**src/sv/mohr_pkg.sv**
```systemverilog
// ---------------------------------------------------------------------------
// mohr_pkg
// Shared types and constants of the occupancy hold reporter.
// ---------------------------------------------------------------------------
`default_nettype none
package mohr_pkg;

  localparam int Channels  = 8;
  localparam int ThreshDiv = 7;
  localparam logic [15:0] ReadFail = 16'hFFFF;

  typedef logic [2:0] chan_t;

  typedef enum logic [1:0] {
    OpSample  = 2'd0,
    OpPoll    = 2'd1,
    OpMarkAll = 2'd2
  } op_e;

  typedef enum logic [1:0] {
    CfgTriggerCodes   = 2'd0,
    CfgEnabledMask    = 2'd1,
    CfgHoldIntervals  = 2'd2,
    CfgReportInactive = 2'd3
  } cfg_idx_e;

  typedef struct packed {
    logic [63:0] trigger_codes;
    logic [7:0]  enabled_mask;
    logic [7:0]  hold_intervals;
    logic        report_inactive;
  } cfg_t;

  typedef struct packed {
    logic [1:0]  opcode;
    chan_t       channel;
    logic [15:0] distance_mm;
    logic        sink_ready;
  } item_t;

  typedef struct packed {
    logic  hit;
    chan_t channel;
    logic  occupied;
  } pick_t;

endpackage
`default_nettype wire

```
**src/sv/mohr_pick.sv**
```systemverilog
// ---------------------------------------------------------------------------
// mohr_pick
// Priority select of the lowest pending, reportable channel.
// ---------------------------------------------------------------------------
`default_nettype none
module mohr_pick (
  input  logic [mohr_pkg::Channels-1:0] occ_i,
  input  logic [mohr_pkg::Channels-1:0] pend_i,
  input  logic                          report_inactive_i,
  output mohr_pkg::pick_t               pick_o
);
  import mohr_pkg::*;

  always_comb begin
    pick_o = '0;
    for (int i = Channels - 1; i >= 0; i--) begin
      if (pend_i[i] && (occ_i[i] || report_inactive_i)) begin
        pick_o.hit      = 1'b1;
        pick_o.channel  = 3'(i);
        pick_o.occupied = occ_i[i];
      end
    end
  end

endmodule
`default_nettype wire

```
**src/sv/mohr_chan_state.sv**
```systemverilog
// ---------------------------------------------------------------------------
// mohr_chan_state
// Per-channel hold counters and pending flags with their update logic.
// ---------------------------------------------------------------------------
`default_nettype none
module mohr_chan_state (
  input  logic                          clk_i,
  input  logic                          rst_ni,
  input  logic                          upd_i,
  input  mohr_pkg::item_t               item_i,
  input  mohr_pkg::cfg_t                cfg_i,
  input  mohr_pkg::pick_t               pick_i,
  output logic [mohr_pkg::Channels-1:0] occ_o,
  output logic [mohr_pkg::Channels-1:0] pend_o
);
  import mohr_pkg::*;

  logic [7:0]          cnt_q [Channels];
  logic [7:0]          cnt_d [Channels];
  logic [Channels-1:0] pend_q, pend_d;

  logic [7:0]  code;
  logic [15:0] prod;
  logic [15:0] dist_eff;
  logic [16:0] dist_p1;
  logic [19:0] lhs;
  logic        det, thr_nz, en, in_range, force_occ;

  // dist < floor(prod/7)  <=>  7*(dist+1) <= prod
  always_comb begin
    code      = cfg_i.trigger_codes[{item_i.channel, 3'b000} +: 8];
    prod      = 16'(code) * 16'(code);
    dist_eff  = (item_i.distance_mm == ReadFail) ? 16'd0 : item_i.distance_mm;
    dist_p1   = {1'b0, dist_eff} + 17'd1;
    lhs       = {dist_p1, 3'b000} - {3'b000, dist_p1};
    det       = lhs <= {4'b0000, prod};
    thr_nz    = prod >= 16'(ThreshDiv);
    en        = cfg_i.enabled_mask[item_i.channel];
    in_range  = 32'(item_i.channel) < Channels;
    force_occ = en ? det : thr_nz;
  end

  always_comb begin
    for (int i = 0; i < Channels; i++) begin
      cnt_d[i]  = cnt_q[i];
      pend_d[i] = pend_q[i];
      if (upd_i) begin
        unique case (op_e'(item_i.opcode))
          OpSample: begin
            if (in_range && (item_i.channel == 3'(i))) begin
              if (force_occ) begin
                if (cnt_q[i] == 8'd0) pend_d[i] = 1'b1;
                cnt_d[i] = cfg_i.hold_intervals;
              end else if (en && (cnt_q[i] != 8'd0)) begin
                if (cnt_q[i] == 8'd1) pend_d[i] = 1'b1;
                cnt_d[i] = cnt_q[i] - 8'd1;
              end
            end
          end
          OpPoll: begin
            if (pick_i.hit && item_i.sink_ready && (pick_i.channel == 3'(i))) begin
              pend_d[i] = 1'b0;
            end
          end
          OpMarkAll: pend_d[i] = 1'b1;
          default: ;
        endcase
      end
    end
  end

  always_ff @(posedge clk_i or negedge rst_ni) begin
    if (!rst_ni) begin
      cnt_q  <= '{default: '0};
      pend_q <= '1;
    end else begin
      cnt_q  <= cnt_d;
      pend_q <= pend_d;
    end
  end

  always_comb begin
    for (int i = 0; i < Channels; i++) begin
      occ_o[i] = cnt_q[i] != 8'd0;
    end
  end

  assign pend_o = pend_q;

endmodule
`default_nettype wire

```
**src/sv/multichannel_occupancy_hold_reporter_unit.sv**
```systemverilog
// ---------------------------------------------------------------------------
// multichannel_occupancy_hold_reporter_unit
// Occupancy hold counters per distance channel with a pending-report poll.
// ---------------------------------------------------------------------------
//  channel  dir  fields (lsb first)                        accepted when
//  s_*      in   tdata: channel, distance_mm, sink_ready   s_tvalid & s_tready
//                tuser: opcode
//  m_*      out  tdata: report_channel, occupied, taken    m_tvalid & m_tready
//  cfg_*    in   idx/wdata                                 cfg_we
//
// One request per cycle unless a result stalls; an accepted poll passes the
// request register, then the update logic and the priority select into the
// result register. A stalled result holds the request register; one more
// request is taken while the result waits. Reset sets all pending flags,
// clears hold counters and loads register defaults at once.
// ---------------------------------------------------------------------------
`default_nettype none
module multichannel_occupancy_hold_reporter_unit (
  input  logic        clk_i,
  input  logic        rst_ni,
  input  logic        s_tvalid_i,
  output logic        s_tready_o,
  input  logic [23:0] s_tdata_i,   // channel[2:0], distance_mm[18:3], sink_ready[19]
  input  logic [1:0]  s_tuser_i,   // opcode[1:0]
  output logic        m_tvalid_o,
  input  logic        m_tready_i,
  output logic [7:0]  m_tdata_o,   // report_channel[2:0], report_occupied[3], report_taken[4]
  input  logic        cfg_we_i,
  input  logic [1:0]  cfg_idx_i,
  input  logic [63:0] cfg_wdata_i
);
  import mohr_pkg::*;

  cfg_t  cfg_q;
  item_t item_q;
  logic  in_vld_q;
  logic  m_vld_q;
  logic [4:0] m_data_q;
  logic  adv;
  pick_t pick;
  logic [Channels-1:0] occ, pend;

  always_ff @(posedge clk_i or negedge rst_ni) begin
    if (!rst_ni) begin
      cfg_q.trigger_codes   <= '0;
      cfg_q.enabled_mask    <= '0;
      cfg_q.hold_intervals  <= 8'd5;
      cfg_q.report_inactive <= 1'b1;
    end else if (cfg_we_i) begin
      unique case (cfg_idx_e'(cfg_idx_i))
        CfgTriggerCodes:   cfg_q.trigger_codes   <= cfg_wdata_i;
        CfgEnabledMask:    cfg_q.enabled_mask    <= cfg_wdata_i[7:0];
        CfgHoldIntervals:  cfg_q.hold_intervals  <= cfg_wdata_i[7:0];
        CfgReportInactive: cfg_q.report_inactive <= cfg_wdata_i[0];
      endcase
    end
  end

  assign adv        = in_vld_q && (!m_vld_q || m_tready_i);
  assign s_tready_o = !in_vld_q || adv;

  always_ff @(posedge clk_i or negedge rst_ni) begin
    if (!rst_ni) begin
      in_vld_q <= 1'b0;
    end else if (s_tready_o) begin
      in_vld_q <= s_tvalid_i;
    end
  end

  always_ff @(posedge clk_i) begin
    if (s_tready_o && s_tvalid_i) begin
      item_q.opcode      <= s_tuser_i;
      item_q.channel     <= s_tdata_i[2:0];
      item_q.distance_mm <= s_tdata_i[18:3];
      item_q.sink_ready  <= s_tdata_i[19];
    end
  end

  mohr_chan_state u_state (
    .clk_i  (clk_i),
    .rst_ni (rst_ni),
    .upd_i  (adv),
    .item_i (item_q),
    .cfg_i  (cfg_q),
    .pick_i (pick),
    .occ_o  (occ),
    .pend_o (pend)
  );

  mohr_pick u_pick (
    .occ_i             (occ),
    .pend_i            (pend),
    .report_inactive_i (cfg_q.report_inactive),
    .pick_o            (pick)
  );

  always_ff @(posedge clk_i or negedge rst_ni) begin
    if (!rst_ni) begin
      m_vld_q <= 1'b0;
    end else if (adv) begin
      m_vld_q <= (op_e'(item_q.opcode) == OpPoll) && pick.hit;
    end else if (m_tready_i) begin
      m_vld_q <= 1'b0;
    end
  end

  always_ff @(posedge clk_i) begin
    if (adv) begin
      m_data_q <= {item_q.sink_ready, pick.occupied, pick.channel};
    end
  end

  assign m_tvalid_o = m_vld_q;
  assign m_tdata_o  = {3'b000, m_data_q};

endmodule
`default_nettype wire

```
**config.mk**
```make
export PLATFORM = sky130hd
export DESIGN_NAME = multichannel_occupancy_hold_reporter_unit
export DESIGN_NICKNAME = d
export VERILOG_FILES = /design/src/sv/mohr_pkg.sv /design/src/sv/mohr_pick.sv /design/src/sv/mohr_chan_state.sv /design/src/sv/multichannel_occupancy_hold_reporter_unit.sv
export SDC_FILE = /design/constraint.sdc
export NUM_CORES = 1
export LEC_CHECK = 0
export BUFFER_PORTS_ARGS = -buffer_cell sky130_fd_sc_hd__clkbuf_2
export CORE_ASPECT_RATIO = 1.25
export CORE_MARGIN = 8
export CORE_UTILIZATION = 56
export DETAILED_ROUTE_END_ITERATION = 7
export PLACE_DENSITY_LB_ADDON = 0.15
export SETUP_SLACK_MARGIN = 0.1
export SKIP_CTS_REPAIR_TIMING = 1
export SLEW_MARGIN = 20
export SYNTH_ARGS = -nofsm -noshare
export SYNTH_HDL_FRONTEND = slang
export SYNTH_SLANG_ARGS = --single-unit
```
**constraint.sdc**
```tcl
create_clock -name clk_i -period 7.7 [get_ports clk_i]
set_input_delay 0.77 -clock clk_i [delete_from_list [all_inputs] [get_ports clk_i]]
set_output_delay 0.77 -clock clk_i [all_outputs]
set_load 0.02 [all_outputs]
```
==> results of run 1 <==
routing by layer:
| layer | up-vias | share of wire, % |
|---|---|---|
| li1 | 5430 | - |
| met1 | 5771 | 41 |
| met2 | 382 | 50 |
| met3 | 90 | 5.7 |
| met4 | 0 | 3.7 |
| met5 | - | 0 |
power by group through the flow:
stage | registers, mW | logic (mW) | clock network (mW)
final | 1.43 | 3.86 | 0.896
after global routing | 1.46 | 4.26 | 0.942
after CTS | 1.41 | 3.32 | 0.905
after detailed placement | 1.43 | 3.29 | 0
after global placement | 1.42 | 3.20 | 0
after floorplan | 1.34 | 2.43 | 0
final cells by class:
type                       count  area, µm²
multi-input combinational   1072       8300
fill                        1863       7480
sequential                   182       4700
timing repair buffer         171       1250
clock buffer                  19        443
tap                          288        360
inverter                      89        337
clock inverter                13        158
antenna                        2       5.00
state kept, by name, summed over array words and instances (netlist names):
signal,cells
u_state.cnt_q,64
m_tvalid_o,1
in_vld_q,1
u_state.pend_o,8
cfg_q,81
m_data_q,5
item_q,22
layout by cell type, fill, tap and decap left out, types with 51 or more instances in the layout:
cell	count
clkbuf_2	98
nand2_1	117
mux2_2	81
ha_1	68
o21ai_0	58
nor2_1	117
nand3_1	65
dfrtp_1	144
buf_4	51
inv_1	83
worst reg2reg max path, delay by kind of cell (launching register included):
kind	cells	cell delay [ps]
and+or+nand+nor	7	1380
muxes	2	690
adders and majority gates	6	2620
buffers and inverters	6	810
DFF	1	550
AOI/OAI and AO/OA	7	1770
how the worst max path moves through the flow:
stage	startpoint	to	slack [ps]	cells after the start
6_report	item_q[17]$_DFFE_PP_	u_state.cnt_q[4]$_DFFE_PN0P_	-260	28
5_1_grt	item_q[17]$_DFFE_PP_	u_state.cnt_q[4]$_DFFE_PN0P_	-410	28
4_1_cts	item_q[17]$_DFFE_PP_	u_state.cnt_q[34]$_DFFE_PN0P_	-60	29
3_5_place_dp	item_q[17]$_DFFE_PP_	u_state.cnt_q[34]$_DFFE_PN0P_	-30	31
3_3_place_gp	item_q[17]$_DFFE_PP_	u_state.cnt_q[29]$_DFFE_PN0P_	-2	28
2_1_floorplan	item_q[18]$_DFFE_PP_	u_state.cnt_q[2]$_DFFE_PN0P_	130	31
metrics by stage:
step	setup slack [ps]	std cells	power [mW]	cell area, µm²	util (%)
finish	-260	1836	6.18	15600	67.6
global route	-414	1836	6.66	15600	67.6
CTS	-60.3	1809	5.64	14800	64.1
detailed placement	-25.8	1777	4.72	14200	61.5
global placement	-1.89	1777	4.62	14200	61.5
floorplan	134	1406	3.77	13200	-
cells by family after synthesis:
group	count (synthesis)	share of synthesized area, %
buffers and inverters	153	4.78
flip-flops	182	35.9
other	1	0.0286
adder cells (fa/ha/maj)	98	10.8
multiplexers	108	10.7
XOR/XNOR	36	2.40
AO/OA/AOI/OAI	287	14.9
AND/OR/NAND/NOR	539	20.5
==> results.sh, run 1 <==
export IMPL_status="complete, but fails checks"
export IMPL_violations="negative setup slack"
export IMPL_syn_inst=1404
export IMPL_r2r_cells=28
export IMPL_drv_slew=0
export IMPL_synthArstFlopShare_pct=85.2
export IMPL_max_slew_margin_rel_pct=36.7
export IMPL_rsz0062_at_grt="yes"
export IMPL_timing_fmax_mhz=126
export IMPL_die_width_um=153
export IMPL_reg2reg_slack_ps=-260
export IMPL_layout_nets=1728
export IMPL_detail_route_antenna_nets=0
export IMPL_p_int_mw=3.44
export IMPL_met1_usage_pct=31.0
export IMPL_min_period_over_period_pct=103
export IMPL_clk_pin_slew_ps=80
export IMPL_place_hpwl_um=27100
export IMPL_port_buffer_count=99
export IMPL_p_leak_nw=6.54
export IMPL_critPathArrivalTime_ps=8280
export IMPL_tns_ps=-10700
export IMPL_clkSinkCount=182
export IMPL_cp_data_required_time_ps=8020
export IMPL_drv_cap=0
export IMPL_syn_area_per_cell_um2=9.34
export IMPL_switching_share_pct=44.4
export IMPL_drc=0
export IMPL_syn_area_um2=13100
export IMPL_htree_levels=4
export IMPL_period_needed_ps=7960
export IMPL_track_usage_pct=25.1
export IMPL_fin_skew_ps=13.1
export IMPL_r2r_start="item_q[17]$_DFFE_PP_"
export IMPL_clockPowerShare_pct=14.5
export IMPL_grt_max_degree=100
export IMPL_rows=62
export IMPL_ys_seq_area_share_pct=35.9
export IMPL_yosysMostFrequentCell="dfrtp_1"
export IMPL_synth_top_area_share_pct=27.5
export IMPL_initial_utilization_pct=56.9
export IMPL_syn_to_final_growth_pct=18.6
export IMPL_insertion_delay_ps=450
export IMPL_drtPass1Iterations=5
export IMPL_die_area_um2=28600
export IMPL_numCtsBuffers=17
export IMPL_drt_wl_total_um=37900
export IMPL_p_seq_share_pct=23.1
export IMPL_yosysWarnings=0
export IMPL_vias=11700
export IMPL_use_met2_pct=43.0
export IMPL_yosysTopAreaCell="dfrtp_1"
export IMPL_switchingPower_mw=2.74
export IMPL_wl_per_cell_um=20.6
export IMPL_power_frac_comb_pct=62.4
export IMPL_ys_types=80
export IMPL_whs_ps=440
export IMPL_die_h_um=187
export IMPL_grt_pass1_wl_um=58000
export IMPL_avgViaCountPerCell=6.36
export IMPL_synthFlopType="dfrtp_1"
export IMPL_drtIter0Drc=913
export IMPL_routabilityCongestion=0.929
export IMPL_setup_viol=72
export IMPL_setup_ws_ps=-260
export IMPL_p_per_area_nw_per_um2=397
export IMPL_slowest_stage="or4_4"
export IMPL_grt_pass1_vias=11300
export IMPL_io_pins=107
export IMPL_slowest_delay_ps=560
export IMPL_critPathTopFamily="adder cells"
export IMPL_path_max_fanout=8
export IMPL_core_um2=23000
export IMPL_busiest_layer="met2"
export IMPL_cts_buffer_depth=2
export IMPL_synthTopCellsByArea="dfrtp_1, ha_1, mux2_2"
export IMPL_synth_seq_cells=182
export IMPL_cpMostUsedCell="fa_1"
export IMPL_worstSetupStartpointType="flip-flop"
export IMPL_min_path_type="in2async"
export IMPL_synth_common_cells="dfrtp_1, nand2_1, nor2_1, inv_1, mux2_2"
export IMPL_use_met3_pct=4.00
export IMPL_cts_root_buf="clkbuf_16"
export IMPL_final_hold_viol_count=0
export IMPL_worstSetupPathType="reg2reg"
export IMPL_tightestPinTransition_ps=949
export IMPL_cp_end_kind="flip-flop"
export IMPL_antenna_found_initial=2
export IMPL_rr_endpoint="u_state.cnt_q[4]$_DFFE_PN0P_"
export IMPL_layout_drive_gt1_share_pct=26.8
export IMPL_grt_overflow_total=0
export IMPL_synth_edff_count=27
export IMPL_critPathBufInv=6
export IMPL_vdd_drop_max_v=0.000356
export IMPL_cts_tree="built"
Power figures use the tool's default switching activity.
==> run 2: changes to the inputs <==
--- a/config.mk
+++ b/config.mk
@@ -10,7 +10,7 @@
 export CORE_MARGIN = 8
 export CORE_UTILIZATION = 56
 export DETAILED_ROUTE_END_ITERATION = 7
-export PLACE_DENSITY_LB_ADDON = 0.15
+export PLACE_DENSITY = 0.78
 export SETUP_SLACK_MARGIN = 0.1
 export SKIP_CTS_REPAIR_TIMING = 1
 export SLEW_MARGIN = 20
==> results.sh, run 2 (synthesis gave the netlist of run 1 again) <==
export IMPL_max_slew_margin_rel_pct=10.1
export IMPL_die_area_um2=28600
export IMPL_timing_fmax_mhz=128
export IMPL_port_buffer_count=99
export IMPL_tns_ps=-2820
export IMPL_routabilityCongestion=0.972
export IMPL_power_mw=6.26
export IMPL_drtIter0Drc=1016
export IMPL_grt_overflow_total=0
export IMPL_initial_utilization_pct=56.9
export IMPL_place_hpwl_um=26900
export IMPL_rsz0062_at_grt="yes"
export IMPL_core_um2=23000
export IMPL_critPathTopFamily="adder cells"
export IMPL_final_cell_mix="dfrtp_1, nand2_1, nor2_1"
export IMPL_vdd_drop_max_v=0.000370
export IMPL_fin_util_pct=70.6
export IMPL_tightestPinTransition_ps=1340
export IMPL_drtPass1Iterations=6
export IMPL_cts_buffer_depth=2
export IMPL_status="complete, but fails checks"
export IMPL_avgViaCountPerCell=6.53
export IMPL_fin_skew_ps=9.88
export IMPL_clkSinkCount=182
export IMPL_insertion_delay_ps=450
export IMPL_top_register="cfg_q"
export IMPL_clk_pin_slew_ps=80
export IMPL_wl_met3_um=2490
export IMPL_worstSetupStartpointType="flip-flop"
export IMPL_cp_end_kind="flip-flop"
export IMPL_slowest_delay_ps=560
export IMPL_top_regs="cfg_q x81, u_state.cnt_q x64, item_q x22"
export IMPL_rows=62
export IMPL_path_max_fanout=7
export IMPL_slowest_stage="mux4_2"
export IMPL_die_width_um=153
export IMPL_detail_route_antenna_nets=0
export IMPL_grt_pass1_vias=11400
export IMPL_top_layer="met4"
export IMPL_cts_root_buf="clkbuf_16"
export IMPL_grt_pass1_wl_um=57700
export IMPL_critPathArrivalTime_ps=8150
export IMPL_worstSetupPathType="reg2reg"
export IMPL_wl_per_cell_um=21.7
export IMPL_pre_cts_slack_ps=-53.2
export IMPL_min_path_type="in2async"
export IMPL_layout_commonest_cell="dfrtp_1"
export IMPL_vias=12200
export IMPL_drt_wl_total_um=40300
export IMPL_min_period_over_period_pct=101
export IMPL_p_leak_nw=6.78
export IMPL_drv_slew=0
export IMPL_layout_nets=1755
export IMPL_final_hold_viol_count=0
export IMPL_io_pins=107
export IMPL_cp_data_required_time_ps=8030
export IMPL_grt_max_degree=85
export IMPL_violations="negative setup slack"
export IMPL_drt_met1_wl_um=15000
export IMPL_critPathBufInv=9
export IMPL_p_per_area_nw_per_um2=385
export IMPL_layout_drive_gt1_share_pct=31.0
export IMPL_setup_viol=52
export IMPL_drc=0
export IMPL_r2r_cells=33
export IMPL_antenna_found_initial=1
export IMPL_largest_reg_flops=81
export IMPL_num_fill_cells=1564
export IMPL_reg2reg_slack_ps=-110
export IMPL_wl_met2_um=20700
export IMPL_die_h_um=187
export IMPL_drv_cap=0
export IMPL_period_needed_ps=7810
export IMPL_rr_endpoint="u_state.cnt_q[30]$_DFFE_PN0P_"
export IMPL_htree_levels=4
export IMPL_numCtsBuffers=17
export IMPL_setup_ws_ps=-115
export IMPL_r2r_start="item_q[17]$_DFFE_PP_"
export IMPL_syn_to_final_growth_pct=24.0
export IMPL_cts_tree="built"
export IMPL_track_usage_pct=25.1
run 2: cell count changes in the layout (fill, tap and decap cells not counted), moves of 5 or more:
cell / before / now
nor3_4: 1 / 7
o21ai_2: 5 / 10
buf_6: 8 / 24
o21ai_0: 58 / 53
clkbuf_16: 21 / 26
run 2: power breakdown:
group	internal, mW	switching (mW)	total (mW)
Clock	0.436	0.439	0.875
Sequential	1.20	0.251	1.45
Combinational	1.85	2.09	3.94
run 2: worst max path at each step:
| stage | slack, ps | startpoint | depth (start not counted) | to |
|---|---|---|---|---|
| finish | -110 | item_q[17]$_DFFE_PP_ | 33 | u_state.cnt_q[30]$_DFFE_PN0P_ |
| global route | -310 | item_q[17]$_DFFE_PP_ | 32 | u_state.cnt_q[49]$_DFFE_PN0P_ |
| CTS | -160 | item_q[17]$_DFFE_PP_ | 33 | u_state.cnt_q[39]$_DFFE_PN0P_ |
| detailed placement | -50 | item_q[17]$_DFFE_PP_ | 31 | u_state.cnt_q[36]$_DFFE_PN0P_ |
| global placement | 60 | item_q[17]$_DFFE_PP_ | 30 | u_state.cnt_q[34]$_DFFE_PN0P_ |
| floorplan | 130 | item_q[18]$_DFFE_PP_ | 31 | u_state.cnt_q[2]$_DFFE_PN0P_ |
run 2: worst reg2reg max path, delay by kind of cell (launching register included):
| kind | cells | cell delay (ps) |
|---|---|---|
| AOI/OAI and AO/OA | 9 | 1770 |
| xor gates and xnor gates | 3 | 450 |
| adders and majority gates | 5 | 2030 |
| buffers and inverters | 9 | 1170 |
| DFF | 1 | 400 |
| muxes | 2 | 770 |
| and+or+nand+nor | 5 | 1050 |
run 2: cell type report:
cell class	instances	area (µm²)	share of cell area, %
Inverter	89	343	2.11
Antenna cell	1	2.50	0.0154
Clock inverter	15	159	0.977
Timing Repair Buffer	199	1680	10.3
Multi-Input combinational cell	1071	8590	52.8
Sequential cell	182	4700	28.9
Clock buffer	17	425	2.62
Tap cell	288	360	2.22
run 2: layer usage:
layer | vias up | GRT usage, %
li1 | 5489 | -
met1 | 5966 | 29.6
met2 | 559 | 44.2
met3 | 154 | 3.40
met4 | 0 | 12.5
met5 | - | 0
run 2: through the flow:
step | hold WS, ps | std cells | instance area [µm²]
after floorplan | 467 | 1406 | 13200
after global placement | 484 | 1790 | 14300
after detailed placement | 492 | 1790 | 14300
after CTS | 398 | 1822 | 14900
after global routing | 441 | 1862 | 16300
final | 373 | 1862 | 16300
